[config.mk]
export PLATFORM = sky130hd
export DESIGN_NAME = mouse_report_coalescer
export DESIGN_NICKNAME = d
export VERILOG_FILES = /design/src/design/mrc_pkg.sv /design/src/design/mouse_report_coalescer.sv
export SDC_FILE = /design/constraint.sdc
export NUM_CORES = 1
export LEC_CHECK = 0
export ABC_CLOCK_PERIOD_IN_PS = 6000
export BUFFER_PORTS_ARGS = -buffer_cell sky130_fd_sc_hd__buf_2
export CORE_MARGIN = 2
export CORE_UTILIZATION = 45
export CTS_CLUSTER_DIAMETER = 40
export DETAILED_ROUTE_END_ITERATION = 10
export PLACE_DENSITY_LB_ADDON = 0.3
export SYNTH_ARGS = -nofsm -noshare
export SYNTH_HDL_FRONTEND = slang
export SYNTH_SLANG_ARGS = --single-unit
[constraint.sdc]
create_clock -name clk -period 6 [get_ports clk]
set_input_delay 0.6 -clock clk [delete_from_list [all_inputs] [get_ports clk]]
set_output_delay 0.6 -clock clk [all_outputs]
set_load 0.01 [all_outputs]
[src/design/mrc_pkg.sv]
// Package: event codes, saturation limits and the saturating accumulate for the mouse report coalescer.
package mrc_pkg;

    localparam int unsigned ACC_W    = 8;
    localparam int unsigned MOVE_W   = 16;
    localparam int unsigned SCROLL_W = 8;
    localparam int unsigned TIME_W   = 48;
    localparam int unsigned IVAL_W   = 16;
    localparam int unsigned SUM_W    = MOVE_W + 1;

    localparam logic signed [SUM_W-1:0] SAT_HI = 17'sd127;
    localparam logic signed [SUM_W-1:0] SAT_LO = -17'sd127;

    localparam logic [IVAL_W-1:0] INTERVAL_RESET = 16'd1000;

    typedef enum logic [1:0] {
        FUNC_MOVE   = 2'd0,
        FUNC_SCROLL = 2'd1,
        FUNC_BUTTON = 2'd2
    } func_t;

    // Add a 16-bit delta to an 8-bit accumulator exactly, then clamp to +/-127
    function automatic logic signed [ACC_W-1:0] sat_add(
        input logic signed [ACC_W-1:0]  acc,
        input logic signed [MOVE_W-1:0] delta
    );
        logic signed [SUM_W-1:0] sum;
        logic signed [SUM_W-1:0] res;
        sum = {{(SUM_W-ACC_W){acc[ACC_W-1]}}, acc} + {delta[MOVE_W-1], delta};
        res = sum;
        if (sum > SAT_HI)
        begin
            res = SAT_HI;
        end
        if (sum < SAT_LO)
        begin
            res = SAT_LO;
        end
        return res[ACC_W-1:0];
    endfunction

endpackage

[src/design/mouse_report_coalescer.sv]
// Top level: mouse event accumulation and rate-limited report generation.
//
//  channel | direction | handshake              | payload
//  --------+-----------+------------------------+------------------------------------------
//  in      | input     | in_valid / in_ready    | func, move_x/y, scroll_*, button_mask,
//          |           |                        | pressed, host_ready, time_us
//  out     | output    | out_valid / out_ready  | report_buttons, report_dx/dy/vscroll/hscroll
//  cfg     | input     | cfg_valid / cfg_ready  | cfg_data (min_interval_us), always ready
//
// One event per cycle when no output stall holds it: an event lands in the input register, is
// resolved there against the accumulator state and any report is registered in the output
// register. The 48-bit elapsed-time subtract sets the critical path. An output stall holds
// the evaluate stage and the input register, so in_ready stays low until the waiting report
// transfers. Reset clears the valid flags and accumulator state and loads the 1000 us interval.
module mouse_report_coalescer
    import mrc_pkg::*;
(
    input  logic                        clk,
    input  logic                        rst_n,

    input  logic                        in_valid,
    output logic                        in_ready,
    input  logic [1:0]                  func,
    input  logic signed [MOVE_W-1:0]    move_x,
    input  logic signed [MOVE_W-1:0]    move_y,
    input  logic signed [SCROLL_W-1:0]  scroll_vert,
    input  logic signed [SCROLL_W-1:0]  scroll_horiz,
    input  logic [7:0]                  button_mask,
    input  logic                        pressed,
    input  logic                        host_ready,
    input  logic [TIME_W-1:0]           time_us,

    output logic                        out_valid,
    input  logic                        out_ready,
    output logic [7:0]                  report_buttons,
    output logic signed [ACC_W-1:0]     report_dx,
    output logic signed [ACC_W-1:0]     report_dy,
    output logic signed [ACC_W-1:0]     report_vscroll,
    output logic signed [ACC_W-1:0]     report_hscroll,

    input  logic                        cfg_valid,
    output logic                        cfg_ready,
    input  logic [IVAL_W-1:0]           cfg_data
);

    // Input register
    logic                       in_valid_reg;
    logic [1:0]                 func_reg;
    logic signed [MOVE_W-1:0]   move_x_reg;
    logic signed [MOVE_W-1:0]   move_y_reg;
    logic signed [SCROLL_W-1:0] scroll_vert_reg;
    logic signed [SCROLL_W-1:0] scroll_horiz_reg;
    logic [7:0]                 button_mask_reg;
    logic                       pressed_reg;
    logic                       host_ready_reg;
    logic [TIME_W-1:0]          time_reg;

    // Accumulator state
    logic [IVAL_W-1:0]          min_interval_reg;
    logic signed [ACC_W-1:0]    pend_x_reg;
    logic signed [ACC_W-1:0]    pend_y_reg;
    logic signed [ACC_W-1:0]    pend_vwheel_reg;
    logic signed [ACC_W-1:0]    pend_hwheel_reg;
    logic [7:0]                 cur_buttons_reg;
    logic [7:0]                 sent_buttons_reg;
    logic [TIME_W-1:0]          last_sent_time_reg;

    // Output register
    logic                       out_valid_reg;
    logic [7:0]                 rpt_buttons_reg;
    logic signed [ACC_W-1:0]    rpt_dx_reg;
    logic signed [ACC_W-1:0]    rpt_dy_reg;
    logic signed [ACC_W-1:0]    rpt_vscroll_reg;
    logic signed [ACC_W-1:0]    rpt_hscroll_reg;

    // Evaluate-stage results
    logic signed [ACC_W-1:0]    pend_x_next;
    logic signed [ACC_W-1:0]    pend_y_next;
    logic signed [ACC_W-1:0]    pend_vwheel_next;
    logic signed [ACC_W-1:0]    pend_hwheel_next;
    logic [7:0]                 cur_buttons_next;
    logic                       known_event;
    logic                       is_repeat;
    logic [TIME_W-1:0]          elapsed;
    logic                       too_soon;
    logic                       fire;
    logic                       out_free;
    logic                       stage_go;

    // Advance the stage only when the output register can take its result
    assign out_free  = !out_valid_reg || out_ready;
    assign stage_go  = in_valid_reg && out_free;
    assign in_ready  = !in_valid_reg || out_free;
    assign cfg_ready = 1'b1;

    // Apply the event to the pending state
    always_comb
    begin
        pend_x_next      = pend_x_reg;
        pend_y_next      = pend_y_reg;
        pend_vwheel_next = pend_vwheel_reg;
        pend_hwheel_next = pend_hwheel_reg;
        cur_buttons_next = cur_buttons_reg;
        known_event      = 1'b1;
        unique case (func_reg)
            FUNC_MOVE:
            begin
                pend_x_next = sat_add(pend_x_reg, move_x_reg);
                pend_y_next = sat_add(pend_y_reg, move_y_reg);
            end
            FUNC_SCROLL:
            begin
                pend_vwheel_next = sat_add(pend_vwheel_reg,
                    {{(MOVE_W-SCROLL_W){scroll_vert_reg[SCROLL_W-1]}}, scroll_vert_reg});
                pend_hwheel_next = sat_add(pend_hwheel_reg,
                    {{(MOVE_W-SCROLL_W){scroll_horiz_reg[SCROLL_W-1]}}, scroll_horiz_reg});
            end
            FUNC_BUTTON:
            begin
                if (pressed_reg)
                begin
                    cur_buttons_next = cur_buttons_reg | button_mask_reg;
                end
                else
                begin
                    cur_buttons_next = cur_buttons_reg & ~button_mask_reg;
                end
            end
            default:
            begin
                known_event = 1'b0;
            end
        endcase
    end

    // Decide whether a report goes out
    assign is_repeat = (cur_buttons_next == sent_buttons_reg) &&
                       (pend_x_next == '0) && (pend_y_next == '0) &&
                       (pend_vwheel_next == '0) && (pend_hwheel_next == '0);
    assign elapsed   = time_reg - last_sent_time_reg;
    assign too_soon  = (elapsed[TIME_W-1:IVAL_W] == '0) &&
                       (elapsed[IVAL_W-1:0] < min_interval_reg);
    assign fire      = known_event && host_ready_reg && !is_repeat && !too_soon;

    // Capture input events
    always_ff @(posedge clk or negedge rst_n)
    begin
        if (!rst_n)
        begin
            in_valid_reg <= 1'b0;
        end
        else if (in_ready)
        begin
            in_valid_reg <= in_valid;
        end
    end

    always_ff @(posedge clk)
    begin
        if (in_valid && in_ready)
        begin
            func_reg         <= func;
            move_x_reg       <= move_x;
            move_y_reg       <= move_y;
            scroll_vert_reg  <= scroll_vert;
            scroll_horiz_reg <= scroll_horiz;
            button_mask_reg  <= button_mask;
            pressed_reg      <= pressed;
            host_ready_reg   <= host_ready;
            time_reg         <= time_us;
        end
    end

    // Update configuration and accumulator state
    always_ff @(posedge clk or negedge rst_n)
    begin
        if (!rst_n)
        begin
            min_interval_reg   <= INTERVAL_RESET;
            pend_x_reg         <= '0;
            pend_y_reg         <= '0;
            pend_vwheel_reg    <= '0;
            pend_hwheel_reg    <= '0;
            cur_buttons_reg    <= '0;
            sent_buttons_reg   <= '0;
            last_sent_time_reg <= '0;
        end
        else
        begin
            if (cfg_valid && cfg_ready)
            begin
                min_interval_reg <= cfg_data;
            end
            if (stage_go)
            begin
                cur_buttons_reg <= cur_buttons_next;
                if (fire)
                begin
                    pend_x_reg         <= '0;
                    pend_y_reg         <= '0;
                    pend_vwheel_reg    <= '0;
                    pend_hwheel_reg    <= '0;
                    sent_buttons_reg   <= cur_buttons_next;
                    last_sent_time_reg <= time_reg;
                end
                else
                begin
                    pend_x_reg      <= pend_x_next;
                    pend_y_reg      <= pend_y_next;
                    pend_vwheel_reg <= pend_vwheel_next;
                    pend_hwheel_reg <= pend_hwheel_next;
                end
            end
        end
    end

    // Hold the report until its transfer
    always_ff @(posedge clk or negedge rst_n)
    begin
        if (!rst_n)
        begin
            out_valid_reg <= 1'b0;
        end
        else if (out_free)
        begin
            out_valid_reg <= stage_go && fire;
        end
    end

    always_ff @(posedge clk)
    begin
        if (stage_go && fire)
        begin
            rpt_buttons_reg <= cur_buttons_next;
            rpt_dx_reg      <= pend_x_next;
            rpt_dy_reg      <= pend_y_next;
            rpt_vscroll_reg <= pend_vwheel_next;
            rpt_hscroll_reg <= pend_hwheel_next;
        end
    end

    assign out_valid      = out_valid_reg;
    assign report_buttons = rpt_buttons_reg;
    assign report_dx      = rpt_dx_reg;
    assign report_dy      = rpt_dy_reg;
    assign report_vscroll = rpt_vscroll_reg;
    assign report_hscroll = rpt_hscroll_reg;

endmodule

==> reports/metrics.csv <==
metric;value;unit
hpwl dp;32.3;mm
Seq. cell area;7300;um^2
worst clock skew;0.0190;ns
I/O Buffers;170;
CP required;6.45;ns
pwr dens;418;nW/um^2
routed vias/inst;5.78;
fin nets;2068;
Avg Inst Size Synth;10.0;um^2
I/O Pins;172;
CTS Sinks;262;
Die Span Y;196;um
most frequent cells after synthesis;nand2_1, edfxtp_1, a21oi_1;
RSZ-0062 raised after global routing;no;
setup TNS;0;ns
vias in the first global route;13200;
count leader, synth;nand2_1;
sequential share of the synthesized area;43.8;%
initial antenna violation count;1;
clk root buf;clkbuf_16;
Post-synth ARST share;43.5;%
Synth area leader;edfxtp_1;
final period utilization;91.1;%
Synth cell types;91;
Setup CP Type;reg -> reg;
die area;38600;um^2
f_max;183;MHz
worst r2r src;time_reg[0];
Post-CTS Setup Bufs;0;
Num CTS Buffers;43;
clk buf depth;3;
maxcap violations;0;
Critical Path End Type;flip-flop;
Slew Viols, Final;0;
GP Congestion;0.956;
core area;36500;um^2
Reg clk slew, reported paths;0.06;ns
depth of the worst register-to-register path;22;
Die W;196;um
number of flops mapped to enable cells by yosys;148;
fraction of layout cells with a size suffix above 1;18.6;%
Tot Pwr;0.00808;W
final core utilization;53.0;%
Rows;70;
clock latency on the worst-skew pair;0.57;ns
First-pass DRT Iterations;6;
Filler cells;3282;
Final Hold Vio Count;0;
via count;13500;
top_reg_cell synth;edfxtp_1;
WL per Instance;18.4;um
post-route DRC violation count;0;
Post-Route WL;42.9;mm
min Tclk post-route;5.46;ns
Final setup viols;0;
Area growth syn-to-layout;16.2;%
total grt overflow;0;
Ys Warns;0;
r2r setup slk;0.54;ns
HP Class;in -> async;
peak supply drop;0.000244;V
slew margin rel.;35.6;%
multi-input logic area;8650;um^2
Mapped Cells;1661;
leakage;8.40;nW
largest net degree at the start of global routing;73;
TritonCTS clock tree;yes;
slew of the pin with the lowest slew margin;0.967;ns
reg2reg end;sent_buttons_reg[0];
Yosys reg bits;262;
post-cts repair resize count;0;
Hold-fix buffers, CTS;0;
hold_ws;0.201;ns
GRT Overall Usage;22.3;%
crit path max fanout;59;
Synth Net Count;1905;
Initial Util;45.6;%
final antenna-violating net count;0;
top post-synthesis cells by area;edfxtp_1, dfrtp_1, ha_1;
Arr. time, crit path;5.92;ns
outcome;finished, final reports clean;
number of DRC markers in iteration 0;787;
synthesized area;16700;um^2
post-synth top area share;26.7;%
first-pass GRT wire length;68.9;mm
H-tree lvl count;2;
critical path launch point type;flip-flop;
## area by class of cell
class / count / area share [%]
multi-input combinational: 1224 / 44.7
sequential: 262 / 37.7
clock buffer: 50 / 5.69
timing repair buffer: 181 / 4.90
tap: 468 / 3.02
inverter: 112 / 2.17
clock inverter: 30 / 1.79
antenna: 1 / 0.0129
## per-layer routing
| layer | vias to the layer above | wire (um) | GRT usage [%] |
|---|---|---|---|
| li1 | 6533 | - | - |
| met1 | 6446 | 18600 | 28.5 |
| met2 | 398 | 20400 | 37.9 |
| met3 | 80 | 2420 | 4.12 |
| met4 | 0 | 1430 | 7.97 |
| met5 | - | 0 | 0 |
## logic make-up after synthesis
group	after synthesis	share of synthesized area, %
AND/OR/NAND/NOR	511	15.1
adder cells (fa/ha/maj)	115	8.86
flip-flops	262	43.8
multiplexers	80	6.53
XOR/XNOR	56	2.94
AO/OA/AOI/OAI	461	18.3
other	1	0.0225
buffers and inverters	175	4.40
## how the worst max path moves through the flow
stage | from | slack, ns | endpoint | cells after the start
global placement | time_reg[0] | 0.56 | sent_buttons_reg[4] | 22
floorplan | time_reg[0] | 0.96 | report_buttons[0] | 24
CTS | time_reg[0] | 0.32 | sent_buttons_reg[0] | 22
global route | time_reg[0] | 0.03 | sent_buttons_reg[0] | 22
finish | time_reg[0] | 0.54 | sent_buttons_reg[0] | 22
detailed placement | time_reg[0] | 0.37 | sent_buttons_reg[0] | 22
## report_power, final
| group | internal [W] | total [W] | switching, W |
|---|---|---|---|
| registers | 0.00223 | 0.00244 | 0.000210 |
| logic | 0.00129 | 0.00318 | 0.00189 |
| clock network | 0.00153 | 0.00247 | 0.000942 |
| total | 0.00505 | 0.00808 | 0.00304 |
## cell usage in the layout (no fill, tap or decap), drive strengths merged, types with 44 or more instances in the layout
cell	synthesis	layout
nor2	117	117
a21oi	127	127
edfxtp	148	148
o21ai	103	103
nor3	44	44
inv	112	123
buf	18	181
clkbuf	45	50
mux2	60	60
dfrtp	108	108
nand2	158	158
ha	110	110
## through the flow
stage,worst slack (ns),cell area (um^2),cells
after floorplan,0.962,16700,1661
after global placement,0.560,17900,2247
after detailed placement,0.367,17900,2247
after CTS,0.325,19300,2327
after global routing,0.0314,19400,2327
final,0.536,19400,2328
## critical path, stage by stage, from the launching register on
cell,delay [ns]
edfxtp_1,0.38
inv_1,0.07
ha_1,0.16
inv_1,0.06
fa_1,0.41
a21o_1,0.19
a221o_1,0.38
a31oi_2,0.26
o21bai_1,0.14
xor2_1,0.16
ha_1,0.32
a21oi_1,0.16
nand2_1,0.06
a221oi_1,0.23
nand3_1,0.12
a2111oi_2,0.37
o2111ai_1,0.15
nor4_1,0.32
nand4_1,0.18
and2_1,0.31
o311a_4,0.18
buf_4,0.34
mux2_4,0.38
Power figures use the tool's default switching activity.
